$ cat config.mk
export PLATFORM = sky130hd
export DESIGN_NAME = mains_voltage_stabilizer_control
export DESIGN_NICKNAME = d
export VERILOG_FILES = /design/src/rtl/msvc_pkg.sv /design/src/rtl/mains_voltage_stabilizer_control.sv
export VERILOG_INCLUDE_DIRS = /design/src /design/src/rtl
export SDC_FILE = /design/constraint.sdc
export NUM_CORES = 1
export LEC_CHECK = 0
export ABC_AREA = 1
export BUFFER_PORTS_ARGS = -buffer_cell sky130_fd_sc_hd__buf_4
export CAP_MARGIN = 20
export CELL_PAD_IN_SITES_DETAIL_PLACEMENT = 1
export CELL_PAD_IN_SITES_GLOBAL_PLACEMENT = 1
export CORE_MARGIN = 2
export CORE_UTILIZATION = 51
export DETAILED_ROUTE_END_ITERATION = 16
export GPL_ROUTABILITY_DRIVEN = 0
export HOLD_SLACK_MARGIN = 0.12
export PLACE_DENSITY = 0.92
export SLEW_MARGIN = 20
export SYNTH_ARGS = -nofsm -noshare
export SYNTH_HDL_FRONTEND = slang
export SYNTH_SLANG_ARGS = --single-unit
$ cat constraint.sdc
create_clock -name clk -period 9 [get_ports clk]
set_input_delay 0.45 -clock clk [delete_from_list [all_inputs] [get_ports clk]]
set_output_delay 0.45 -clock clk [all_outputs]
set_load 0.1 [all_outputs]
$ cat src/rtl/mains_voltage_stabilizer_control_assert.svh
// Assertion macros shared by the stabilizer control RTL.
`ifndef MAINS_VOLTAGE_STABILIZER_CONTROL_ASSERT_SVH
`define MAINS_VOLTAGE_STABILIZER_CONTROL_ASSERT_SVH

// Same-cycle implication, checked at every rising edge outside reset.
`define MSVC_ASSERT_NOW(label, pre, post) \
  label: assert property (@(posedge clk) disable iff (rst) (pre) |-> (post)) \
    else $error("stabilizer control: same-cycle check failed");

// Next-cycle implication, checked at every rising edge outside reset.
`define MSVC_ASSERT_NEXT(label, pre, post) \
  label: assert property (@(posedge clk) disable iff (rst) (pre) |=> (post)) \
    else $error("stabilizer control: next-cycle check failed");

`endif

$ cat src/rtl/msvc_pkg.sv
package msvc_pkg;

  localparam int SAMPLES_AVERAGED_DEF = 10;
  localparam int MAX_INDEX_DEF = 11;

  localparam int SAMPLE_W = 10;
  localparam int INDEX_W = 4;
  localparam int SUM_W = 14;
  localparam int TICK_W = 14;
  localparam int WAIT_W = 8;
  localparam int DEB_W = 6;
  localparam int BAND_W = 8;
  localparam int CFG_DATA_W = 14;
  localparam int CFG_INDEX_W = 3;
  localparam int CMP_W = 12;

  localparam logic [TICK_W-1:0] TICK_SAT = 14'd10000;
  localparam logic [WAIT_W-1:0] WAIT_SAT = 8'd250;
  localparam logic [WAIT_W-1:0] WAIT_MIN = 8'd2;
  localparam logic [TICK_W-1:0] DARK_TICKS = 14'd800;
  localparam logic [TICK_W-1:0] LIT_TICKS = 14'd200;
  localparam logic [TICK_W-1:0] PAUSE_TICKS = 14'd3000;
  localparam logic [TICK_W-1:0] PRESS_BLINK_TICKS = 14'd2980;
  localparam logic [DEB_W-1:0] DEBOUNCE_SAT = 6'd50;
  localparam logic [DEB_W-1:0] DEBOUNCE_MIN = 6'd40;
  localparam logic [INDEX_W-1:0] REPAIR_INDEX = 4'd4;

  localparam logic [SAMPLE_W-1:0] OVERVOLTAGE_RST = 10'd490;
  localparam logic [BAND_W-1:0] TRIGGER_RST = 8'd8;
  localparam logic [BAND_W-1:0] SETTLE_RST = 8'd3;
  localparam logic [SAMPLE_W-1:0] SETPOINT_RST = 10'd420;
  localparam logic [INDEX_W-1:0] INITIAL_INDEX_RST = 4'd5;
  localparam logic [TICK_W-1:0] CHECK_PERIOD_RST = 14'd200;
  localparam logic [TICK_W-1:0] STARTUP_RST = 14'd3000;

  typedef enum logic [CFG_INDEX_W-1:0] {
    CFG_OVERVOLTAGE   = 3'd0,
    CFG_TRIGGER_BAND  = 3'd1,
    CFG_SETTLE_BAND   = 3'd2,
    CFG_SETPOINT_BASE = 3'd3,
    CFG_INITIAL_INDEX = 3'd4,
    CFG_CHECK_PERIOD  = 3'd5,
    CFG_STARTUP_TICKS = 3'd6
  } cfg_reg_t;

  typedef struct packed {
    logic                sample_valid;
    logic [SAMPLE_W-1:0] sample_value;
    logic                converter_busy;
    logic                button_level;
  } in_item_t;

  typedef struct packed {
    logic                raise_drive;
    logic                lower_drive;
    logic                load_enable;
    logic                indicator_led;
    logic                start_conversion;
    logic [INDEX_W-1:0]  setting_index;
    logic                save_strobe;
    logic [SAMPLE_W-1:0] voltage_average;
  } out_item_t;

endpackage

$ cat src/rtl/mains_voltage_stabilizer_control.sv
// Mains voltage stabilizer control.
// Each request on the input channel (in_valid, in_stall, in_data) is one
// millisecond tick carrying an optional converter sample, the converter busy
// flag and the raw button level. Every accepted request produces exactly one
// result on the output channel (out_valid, out_stall, out_data) with the
// raise/lower drives, load relay, indicator LED, conversion request, current
// setting index, save strobe and the latest ten-sample average.
// The tick is evaluated in one pass into the result register. One request
// is accepted every cycle unless the receiver stalls; the rate is set by that
// single result register, which is reloaded in the same cycle it is taken.
// While the receiver stalls a waiting result, in_stall is high and the result
// holds. Configuration is written through cfg_we, cfg_index and cfg_data;
// the user must write it only while the block is idle, which goes unchecked.
// Writing the initial index also loads the current index. Reset is
// synchronous: it restores register defaults and the power-up state (startup
// delay running, load off, no average yet) and empties the result register.
`include "mains_voltage_stabilizer_control_assert.svh"

module mains_voltage_stabilizer_control #(
  parameter int SAMPLES_AVERAGED = msvc_pkg::SAMPLES_AVERAGED_DEF,
  parameter int MAX_INDEX = msvc_pkg::MAX_INDEX_DEF
) (
  input  logic                                clk,
  input  logic                                rst,
  input  logic                                in_valid,
  output logic                                in_stall,
  input  msvc_pkg::in_item_t                  in_data,
  output logic                                out_valid,
  input  logic                                out_stall,
  output msvc_pkg::out_item_t                 out_data,
  input  logic                                cfg_we,
  input  logic [msvc_pkg::CFG_INDEX_W-1:0]    cfg_index,
  input  logic [msvc_pkg::CFG_DATA_W-1:0]     cfg_data
);

  localparam int COUNT_W = $clog2(SAMPLES_AVERAGED + 1);
  localparam int RECIP_SHIFT = msvc_pkg::SUM_W + 5;
  localparam int PROD_W = msvc_pkg::SUM_W + RECIP_SHIFT;
  localparam logic [RECIP_SHIFT-1:0] RECIP =
    RECIP_SHIFT'(((64'd1 << RECIP_SHIFT) + SAMPLES_AVERAGED - 1) / SAMPLES_AVERAGED);
  localparam logic [COUNT_W-1:0] COUNT_FULL = COUNT_W'(SAMPLES_AVERAGED);
  localparam logic [msvc_pkg::INDEX_W-1:0] INDEX_MAX = msvc_pkg::INDEX_W'(MAX_INDEX);

  logic [msvc_pkg::SAMPLE_W-1:0] overvoltage_limit;
  logic [msvc_pkg::BAND_W-1:0]   trigger_band;
  logic [msvc_pkg::BAND_W-1:0]   settle_band;
  logic [msvc_pkg::SAMPLE_W-1:0] setpoint_base;
  logic [msvc_pkg::TICK_W-1:0]   check_period;
  logic [msvc_pkg::TICK_W-1:0]   startup_ticks;

  logic [msvc_pkg::TICK_W-1:0]   run_ticks, run_ticks_next;
  logic [msvc_pkg::WAIT_W-1:0]   conversion_wait, conversion_wait_next;
  logic [msvc_pkg::TICK_W-1:0]   blink_ticks, blink_ticks_next;
  logic [msvc_pkg::INDEX_W-1:0]  blinks_done, blinks_done_next;
  logic                          led_level, led_level_next;
  logic [msvc_pkg::DEB_W-1:0]    press_count, press_count_next;
  logic [msvc_pkg::DEB_W-1:0]    release_count, release_count_next;
  logic [msvc_pkg::INDEX_W-1:0]  index_reg, index_reg_next;
  logic                          starting, starting_next;
  logic                          regulating, regulating_next;
  logic [2:0]                    drive_bits, drive_bits_next;
  logic [msvc_pkg::SUM_W-1:0]    sample_sum, sample_sum_next;
  logic [COUNT_W-1:0]            sample_count, sample_count_next;
  logic [msvc_pkg::SAMPLE_W-1:0] average_reg, average_reg_next;

  msvc_pkg::out_item_t result_next;
  logic                in_accept;
  logic [PROD_W-1:0]   sum_product;
  logic [msvc_pkg::SAMPLE_W-1:0] block_average;

  assign in_stall = out_valid && out_stall;
  assign in_accept = in_valid && !in_stall;

  // Division by the block length as a multiply by a rounded-up reciprocal.
  assign sum_product = {{RECIP_SHIFT{1'b0}}, sample_sum} *
                       {{msvc_pkg::SUM_W{1'b0}}, RECIP};
  assign block_average = sum_product[RECIP_SHIFT +: msvc_pkg::SAMPLE_W];

  always_comb begin
    logic                          press;
    logic                          start_conv;
    logic signed [msvc_pkg::CMP_W-1:0] avg;
    logic signed [msvc_pkg::CMP_W-1:0] sp;
    logic signed [msvc_pkg::CMP_W-1:0] trig;
    logic signed [msvc_pkg::CMP_W-1:0] settle;
    logic signed [msvc_pkg::CMP_W-1:0] limit;

    run_ticks_next = run_ticks;
    conversion_wait_next = conversion_wait;
    blink_ticks_next = blink_ticks;
    blinks_done_next = blinks_done;
    led_level_next = led_level;
    press_count_next = press_count;
    release_count_next = release_count;
    index_reg_next = index_reg;
    starting_next = starting;
    regulating_next = regulating;
    drive_bits_next = drive_bits;
    sample_sum_next = sample_sum;
    sample_count_next = sample_count;
    average_reg_next = average_reg;
    press = 1'b0;
    start_conv = 1'b0;

    if (run_ticks_next < msvc_pkg::TICK_SAT) begin
      run_ticks_next = run_ticks_next + 1'b1;
    end
    if (conversion_wait_next < msvc_pkg::WAIT_SAT) begin
      conversion_wait_next = conversion_wait_next + 1'b1;
    end
    if (blink_ticks_next < msvc_pkg::TICK_SAT) begin
      blink_ticks_next = blink_ticks_next + 1'b1;
    end else begin
      blink_ticks_next = '0;
    end

    if (blink_ticks_next >= msvc_pkg::DARK_TICKS && blinks_done_next < index_reg_next &&
        !led_level_next) begin
      led_level_next = 1'b1;
      blink_ticks_next = '0;
      blinks_done_next = blinks_done_next + 1'b1;
    end
    if (blink_ticks_next >= msvc_pkg::LIT_TICKS && led_level_next) begin
      led_level_next = 1'b0;
      blink_ticks_next = '0;
    end
    if (blinks_done_next == index_reg_next && blink_ticks_next >= msvc_pkg::PAUSE_TICKS) begin
      blinks_done_next = '0;
      blink_ticks_next = '0;
    end

    if (in_data.button_level && press_count_next < msvc_pkg::DEBOUNCE_SAT) begin
      press_count_next = press_count_next + 1'b1;
    end
    if (!in_data.button_level && press_count_next != '0 &&
        release_count_next < msvc_pkg::DEBOUNCE_SAT) begin
      release_count_next = release_count_next + 1'b1;
    end
    if (!in_data.button_level && press_count_next > msvc_pkg::DEBOUNCE_MIN &&
        release_count_next > msvc_pkg::DEBOUNCE_MIN) begin
      press = 1'b1;
      press_count_next = '0;
      release_count_next = '0;
    end

    if (index_reg_next == '0 || index_reg_next > INDEX_MAX) begin
      index_reg_next = (msvc_pkg::REPAIR_INDEX < INDEX_MAX) ?
                       msvc_pkg::REPAIR_INDEX + 1'b1 : msvc_pkg::INDEX_W'(1);
    end
    if (press) begin
      index_reg_next = (index_reg_next < INDEX_MAX) ?
                       index_reg_next + 1'b1 : msvc_pkg::INDEX_W'(1);
      led_level_next = 1'b0;
      blinks_done_next = index_reg_next;
      blink_ticks_next = msvc_pkg::PRESS_BLINK_TICKS;
    end

    avg = $signed({2'b00, average_reg});
    sp = $signed({2'b00, setpoint_base}) + $signed({6'b0, index_reg_next, 2'b00});
    trig = $signed({4'b0, trigger_band});
    settle = $signed({4'b0, settle_band});
    limit = $signed({2'b00, overvoltage_limit});

    if (avg != '0 && avg < limit - trig && !starting_next) begin
      drive_bits_next[2] = 1'b1;
    end
    if (avg >= limit) begin
      drive_bits_next[2] = 1'b0;
    end
    if (run_ticks_next > startup_ticks) begin
      starting_next = 1'b0;
    end

    if (run_ticks_next > check_period) begin
      if (!starting_next) begin
        run_ticks_next = '0;
      end
      if (avg > sp + trig || avg < sp - trig) begin
        regulating_next = 1'b1;
      end
    end

    if (regulating_next) begin
      if (avg > sp) begin
        drive_bits_next[1:0] = 2'b10;
      end
      if (avg < sp) begin
        drive_bits_next[1:0] = 2'b01;
      end
      if (avg > sp - settle && avg < sp + settle) begin
        drive_bits_next[1:0] = 2'b00;
        regulating_next = 1'b0;
      end
    end

    if (in_data.sample_valid) begin
      if (sample_count < COUNT_FULL) begin
        sample_sum_next = sample_sum + {{(msvc_pkg::SUM_W - msvc_pkg::SAMPLE_W){1'b0}},
                                        in_data.sample_value};
        sample_count_next = sample_count + 1'b1;
      end else begin
        average_reg_next = block_average;
        sample_sum_next = '0;
        sample_count_next = '0;
      end
    end

    if (conversion_wait_next > msvc_pkg::WAIT_MIN && !in_data.converter_busy) begin
      conversion_wait_next = '0;
      start_conv = 1'b1;
    end

    result_next.raise_drive = drive_bits_next[0];
    result_next.lower_drive = drive_bits_next[1];
    result_next.load_enable = drive_bits_next[2];
    result_next.indicator_led = led_level_next;
    result_next.start_conversion = start_conv;
    result_next.setting_index = index_reg_next;
    result_next.save_strobe = (index_reg_next != index_reg) || press;
    result_next.voltage_average = average_reg_next;
  end

  always_ff @(posedge clk) begin
    if (rst) begin
      overvoltage_limit <= msvc_pkg::OVERVOLTAGE_RST;
      trigger_band <= msvc_pkg::TRIGGER_RST;
      settle_band <= msvc_pkg::SETTLE_RST;
      setpoint_base <= msvc_pkg::SETPOINT_RST;
      check_period <= msvc_pkg::CHECK_PERIOD_RST;
      startup_ticks <= msvc_pkg::STARTUP_RST;
    end else if (cfg_we) begin
      unique case (cfg_index)
        msvc_pkg::CFG_OVERVOLTAGE:   overvoltage_limit <= cfg_data[msvc_pkg::SAMPLE_W-1:0];
        msvc_pkg::CFG_TRIGGER_BAND:  trigger_band <= cfg_data[msvc_pkg::BAND_W-1:0];
        msvc_pkg::CFG_SETTLE_BAND:   settle_band <= cfg_data[msvc_pkg::BAND_W-1:0];
        msvc_pkg::CFG_SETPOINT_BASE: setpoint_base <= cfg_data[msvc_pkg::SAMPLE_W-1:0];
        // The initial index only loads the current index, below.
        msvc_pkg::CFG_INITIAL_INDEX: begin
        end
        msvc_pkg::CFG_CHECK_PERIOD:  check_period <= cfg_data[msvc_pkg::TICK_W-1:0];
        msvc_pkg::CFG_STARTUP_TICKS: startup_ticks <= cfg_data[msvc_pkg::TICK_W-1:0];
        default: begin
        end
      endcase
    end
  end

  always_ff @(posedge clk) begin
    if (rst) begin
      run_ticks <= '0;
      conversion_wait <= '0;
      blink_ticks <= '0;
      blinks_done <= '0;
      led_level <= 1'b0;
      press_count <= '0;
      release_count <= '0;
      index_reg <= msvc_pkg::INITIAL_INDEX_RST;
      starting <= 1'b1;
      regulating <= 1'b0;
      drive_bits <= '0;
      sample_sum <= '0;
      sample_count <= '0;
      average_reg <= '0;
    end else if (cfg_we && cfg_index == msvc_pkg::CFG_INITIAL_INDEX) begin
      index_reg <= cfg_data[msvc_pkg::INDEX_W-1:0];
    end else if (in_accept) begin
      run_ticks <= run_ticks_next;
      conversion_wait <= conversion_wait_next;
      blink_ticks <= blink_ticks_next;
      blinks_done <= blinks_done_next;
      led_level <= led_level_next;
      press_count <= press_count_next;
      release_count <= release_count_next;
      index_reg <= index_reg_next;
      starting <= starting_next;
      regulating <= regulating_next;
      drive_bits <= drive_bits_next;
      sample_sum <= sample_sum_next;
      sample_count <= sample_count_next;
      average_reg <= average_reg_next;
    end
  end

  always_ff @(posedge clk) begin
    if (rst) begin
      out_valid <= 1'b0;
    end else if (in_accept) begin
      out_valid <= 1'b1;
    end else if (!out_stall) begin
      out_valid <= 1'b0;
    end
  end

  always_ff @(posedge clk) begin
    if (in_accept) begin
      out_data <= result_next;
    end
  end

  `MSVC_ASSERT_NOW(a_drive_exclusive, out_valid, !(out_data.raise_drive && out_data.lower_drive))
  `MSVC_ASSERT_NOW(a_index_in_range, out_valid,
                   out_data.setting_index != '0 && out_data.setting_index <= INDEX_MAX)
  `MSVC_ASSERT_NEXT(a_accept_gives_result, in_accept, out_valid)
  `MSVC_ASSERT_NEXT(a_no_request_when_busy, in_accept && in_data.converter_busy,
                    !out_data.start_conversion)

endmodule
After elaboration in Yosys (flattened, before gate mapping)
Cells that the tools add are included.
Widths: inputs -> output; s select.
{"block": "classes", "add_sub_neg": 15, "n_mul": 1, "n_lt_le_gt_ge": 25, "n_eq_ne": 9, "mux": 44, "n_bitwise": 1, "n_reduce_logical": 37}
{"op": "$mux 14", "n": 9}
{"op": "$mux 4", "n": 9}
{"op": "$mul 14x16->29 const B", "n": 1}
{"op": "$add 14x1->14 const B", "n": 2}
{"op": "$gt 14x14->1", "n": 2}
{"op": "$lt 14x14->1 const B", "n": 2}
{"op": "$add 11x8->12", "n": 2}
{"op": "$gt 11x12->1", "n": 2}
{"op": "$lt 11x12->1", "n": 2}
{"op": "$mux 6", "n": 4}
{"op": "$sub 11x8->12", "n": 2}
{"op": "$mux 10", "n": 2}
{"op": "$logic_and 1x1->1", "n": 16}
{"op": "$mux 8", "n": 2}
{"op": "$add 14x10->14", "n": 1}
{"op": "$ge 14x10->1 const B", "n": 1}
{"op": "$ge 14x12->1 const B", "n": 1}
{"op": "$ge 14x8->1 const B", "n": 1}
{"op": "$mux 1", "n": 14}
{"op": "$reduce_and 2->1", "n": 7}
{"op": "$add 4x1->4 const B", "n": 3}
{"op": "$add 6x1->6 const B", "n": 2}
{"op": "$gt 6x6->1 const B", "n": 2}
{"op": "$lt 6x6->1 const B", "n": 2}
{"op": "other kinds (28)", "n": 41}
{"block": "totals", "regBits": 175, "in_bits": 35, "output_inout_bits": 22, "elab_cells": 161}

Longest topological paths before layout
{"block": "logic_depth", "depth_word": 18, "depth_mapped": 48, "ltp_nobuf": 46}

Least setup slack after synthesis
OpenSTA, ideal clock, no wires.
{"block": "synth_path", "path_kind": "reg2reg", "from": "reg press_count[1] (netlist bit)", "to": "reg out_data[19] (netlist bit) (data pin)", "setup_time_ns": 0.253, "arrival_time_ns": 5.331, "t_required_ns": 8.747, "path_slack_ns": 3.416, "path_stages_with_launch": 45, "path_buffers": 1, "period_less_slack_ns": 5.584, "path_cell_list": "dfxtp_1 > ha_1 > nand3_1 > nand2_1 > nand2_1 > nand2_1 > o21ai_1 > nor2_1 > nand3_2 > nand2_2 > nand2_1 > nand2_1 > inv_1 > a21oi_1 > nand3_2 > buf_4 > nor2_1 > a21oi_1 > [9 not listed] > nor3_1 > nand2_1 > o211ai_1 > xor2_1 > ha_1 > nand2_1 > inv_1 > nand3_1 > o21ai_0 > nand2_1 > nand2_1 > o31ai_1 > o21ai_0 > nand3_1 > nand2_1 > inv_1 > nand2_1 > nand2_1"}
{"block": "synth_between", "elab_chain_len": 18, "elab_cells_between_ends": 33, "cone_classes": "add/sub: 6; order compare: 9; mux: 10; reduce/logical: 8"}
{"item": "start, declared", "line_no": "mains_voltage_stabilizer_control.sv:56", "text": "logic [msvc_pkg::DEB_W-1:0] press_count, press_count_next;"}
{"item": "start signal, assigned", "line_no": "mains_voltage_stabilizer_control.sv:272", "text": "press_count <= press_count_next;"}
{"item": "$lt 6x6->1", "line_no": "mains_voltage_stabilizer_control.sv:132", "text": "if (in_data.button_level && press_count_next < msvc_pkg::DEBOUNCE_SAT) begin"}
{"item": "$logic_and 1x1->1", "line_no": "mains_voltage_stabilizer_control.sv:132"}
{"item": "$mux 6 (*)", "line_no": "mains_voltage_stabilizer_control.sv:132"}
{"item": "$reduce_bool 6->1", "line_no": "mains_voltage_stabilizer_control.sv:135", "text": "if (!in_data.button_level && press_count_next != '0 &&"}
{"item": "$logic_and 1x1->1 (2 in series)", "line_no": "mains_voltage_stabilizer_control.sv:135"}
{"item": "$mux 6", "line_no": "mains_voltage_stabilizer_control.sv:135"}
{"item": "$gt 6x6->1", "line_no": "mains_voltage_stabilizer_control.sv:140", "text": "release_count_next > msvc_pkg::DEBOUNCE_MIN) begin"}
{"item": "$logic_and 1x1->1 (*)", "line_no": "mains_voltage_stabilizer_control.sv:139", "text": "if (!in_data.button_level && press_count_next > msvc_pkg::DEBOUNCE_MIN &&"}
{"item": "[2 not listed]"}
{"item": "net index_reg_next, one bit", "line_no": "mains_voltage_stabilizer_control.sv:58", "text": "logic [msvc_pkg::INDEX_W-1:0] index_reg, index_reg_next;"}
{"item": "$add 10x6->11 (*)", "line_no": "mains_voltage_stabilizer_control.sv:159", "text": "sp = $signed({2'b00, setpoint_base}) + $signed({6'b0, index_reg_next, 2'b00});"}
{"item": "$add 11x8->12 / $sub 11x8->12 (equally long branches)", "line_no": "mains_voltage_stabilizer_control.sv:178", "text": "if (avg > sp + trig || avg < sp - trig) begin"}
{"item": "$gt 11x12->1 / $lt 11x12->1 (equally long branches)", "line_no": "mains_voltage_stabilizer_control.sv:178"}
{"item": "$logic_or 1x1->1", "line_no": "mains_voltage_stabilizer_control.sv:178"}
{"item": "$mux 1", "line_no": "mains_voltage_stabilizer_control.sv:178"}
{"item": "$mux 1", "line_no": "mains_voltage_stabilizer_control.sv:174", "text": "if (run_ticks_next > check_period) begin"}
{"item": "$mux 2 (*)", "line_no": "mains_voltage_stabilizer_control.sv:183", "text": "if (regulating_next) begin"}
{"item": "net drive_bits_next[0]", "line_no": "mains_voltage_stabilizer_control.sv:61", "text": "logic [2:0] drive_bits, drive_bits_next;"}
{"item": "end signal, assigned", "line_no": "mains_voltage_stabilizer_control.sv:296", "text": "out_data <= result_next;"}
{"item": "end, declared", "line_no": "mains_voltage_stabilizer_control.sv:30", "text": "output msvc_pkg::out_item_t out_data,"}
Mark *: on every way through the listed nets, which the timed path passes. The rest lies on a longest branch.
A chain may end at the register's enable or synchronous reset.

Final worst setup path
{"block": "layout_path", "from": "reg press_count[1] (netlist bit)", "to": "reg out_data[18] (netlist bit) (data pin)"}
Same word-level chain as after synthesis.

==> metrics <==
status completed; final net count 2579; GR Overflow Total 0; global-route usage over all layers 37.1%; Max Cap Viol 0; dominant cell type by area after synthesis ha_1; crit-path most repeated cell nand2_1; CP top delay family simple AND/OR/NAND/NOR gates; CTS buffer count 17; largest net degree at the start of global routing 84; share of the synthesized area in the top cell type 20.3%; worst-margin pin slew 1160 ps; routed vias/inst 6.19; Hold Path Origin cfg_data[11]; Starting Density 51.5%; Hold Vio Cnt, Final 0; Worst-Skew Late Latency 480 ps; Hold EP startup_ticks[11]$_SDFFE_PP1P_; first-pass GRT wire length 96000 um; CTS tree done; hold depth 3; Synth cell types 55; Post-Syn Nets 2540; PortBufs 56; Peak Freq 0.138 GHz; critical path capture point type register; commonest cells after routing, fill and taps aside 406 x nand2_1, 355 x inv_1, 261 x ha_1, 230 x a21oi_1, 155 x dfxtp_1; TNS Setup 0 ps; most common cell after layout, fill and taps aside nand2_1; hold bufs inserted after CTS 0; Post-Place Worst Slack 2280 ps; synthesized instance count 2183; DIE AREA 0.0330 sq mm; # IOs 57; critical path class reg -> reg; Reg with most FFs out_data; YS warnings 0; Post-CTS Setup Inserts 0; Syn Area/Cell 7.39 sq um; Hold WC Path Type in -> reg; path depth of the worst reg2reg path 41; CP Launch Type register; Reg2Reg Setup Slack 1770 ps; DRC 0; RSZ-0062 raised after global routing false; share of layout cells above drive strength 1 6.44%; number of global-route vias before repair 17.9k; post-synthesis sequential area ratio 23.0%; Peak VDD IR 0.122 mV; Clock Sinks 175; detailed-router iteration count before antenna repair 6; Critical R2R Launch press_count[1]$_SDFFE_PP0P_; Root Driver clkbuf_16; clock slew at reported path FFs 90 ps; clk buf depth 2; Detail Route Antenna Nets 0; Final HPWL DP 41500 um; drt wl/cell 23.0 um; Post-Synthesis Cell Area 0.0161 sq mm; post-synthesis register bit count 175; Rel. slew slack 22.1%; Slew Limit Fails 0; Rows 65; initial antenna violation count 1; final period utilization 80.3%; Resize count post-CTS 0; core footprint 0.0313 sq mm; Max stage delay on crit path 580 ps; top post-synthesis cells by area ha_1 20%, dfxtp_1 19%, nand2_1 9.5%; Lkg Pwr 0.00906 uW; Async SR Flop Fraction 0%; total detailed-routing wirelength 60700 um; PnR worst setup slack 1770 ps; ys flop type dfxtp_1; drt initial violations 1249; Tmin final 7230 ps; max FFs per register 20; Clock Skews 17.3 ps; Worst Path Arrival 7460 ps; Required @ worst endpoint 9230 ps; CTS H-Tree Depth 4; die width 182 um; crit path buf inv count 4; Worst Path Max Fanout 13; post-route cell area 0.0175 sq mm; Chip Height 182 um; Via Count 16.3k; Area Overhead vs Synth 8.67%; Area after DPL 0.0169 sq mm; pwr dens 146 mW/mm^2; number of synthesized flops with an enable pin 20; setup violators final 0; CP max-delay cell a221oi_1; reg-to-reg endpoint out_data[18]$_DFFE_PP_
==> logic make-up (layout without fill, tap and decap cells) <==
kind of cell               Yosys count  after routing  synth area share (%)
buffers and inverters              412            464                  9.89
muxes                                1              1                0.0698
AOI/OAI and AO/OA                  466            466                  16.0
xor gates and xnor gates            75             75                  4.07
DFF                                175            175                  23.0
adders and majority gates          322            322                  27.8
and+or+nand+nor                    732            732                  19.1
other                                0              1                     0
==> stage by stage <==
step / util, % / total power (uW) / hold WS, ps / std cells
floorplan: - / 1430 / 430 / 2183
global placement: 54.0 / 1600 / 444 / 2605
detailed placement: 54.0 / 1680 / 467 / 2605
CTS: 55.9 / 2520 / 214 / 2637
global route: 55.9 / 2650 / 229 / 2637
finish: 56.0 / 2550 / 213 / 2638
==> worst max-delay path by stage <==
stage                                           start                    endpoint  slack, ps  depth (start not counted)
after CTS                 press_count[1]$_SDFFE_PP0P_      out_data[18]$_DFFE_PP_       1870                         41
after floorplan           press_count[1]$_SDFFE_PP0P_      out_data[19]$_DFFE_PP_       3420                         44
after global routing      press_count[1]$_SDFFE_PP0P_  drive_bits[0]$_SDFFE_PP0P_       1160                         44
final                     press_count[1]$_SDFFE_PP0P_      out_data[18]$_DFFE_PP_       1770                         41
after global placement    press_count[1]$_SDFFE_PP0P_      out_data[19]$_DFFE_PP_       2740                         38
after detailed placement  press_count[1]$_SDFFE_PP0P_      out_data[18]$_DFFE_PP_       2280                         39
==> tightest hold or removal path, cell delays in order <==
cell      delay [ps]
buf_4             80
nand2_1           50
o211ai_1          60
==> routing by layer <==
metal  share of wire [%]  up-vias  GRT usage [%]
met1                  38     7946           40.9
met5                   0        -              0
met3                 7.0      373           8.22
met2                  48      746           63.4
met4                 7.6        0           26.8
li1                    -     7268              -
==> Yosys cell counts, drive strengths merged, types with 11 or more instances <==
library cell,number
nand2,413
inv,366
ha,261
a21oi,235
nor2,157
dfxtp,155
o21ai,144
nand3,97
fa,61
xor2,61
clkbuf,34
o211ai,27
nand4,21
edfxtp,20
nor3,19
o21bai,15
xnor2,14
buf,11
==> where the power goes <==
part / internal, uW / total, uW / switching (uW)
Clock: 406 / 816 / 410
Combinational: 283 / 864 / 580
Sequential: 825 / 875 / 50.8
Total: 1510 / 2550 / 1040
==> final cells by class <==
cell class                      count  area, sq um
Clock inverter                     14          170
Sequential cell                   175         3700
Inverter                          367         1380
Fill cell                        3973        13800
Timing Repair Buffer               65          488
Clock buffer                       18          439
Antenna cell                        1         2.50
Multi-Input combinational cell   1596        10800
Tap cell                          402          503
Power figures use the tool's default switching activity.
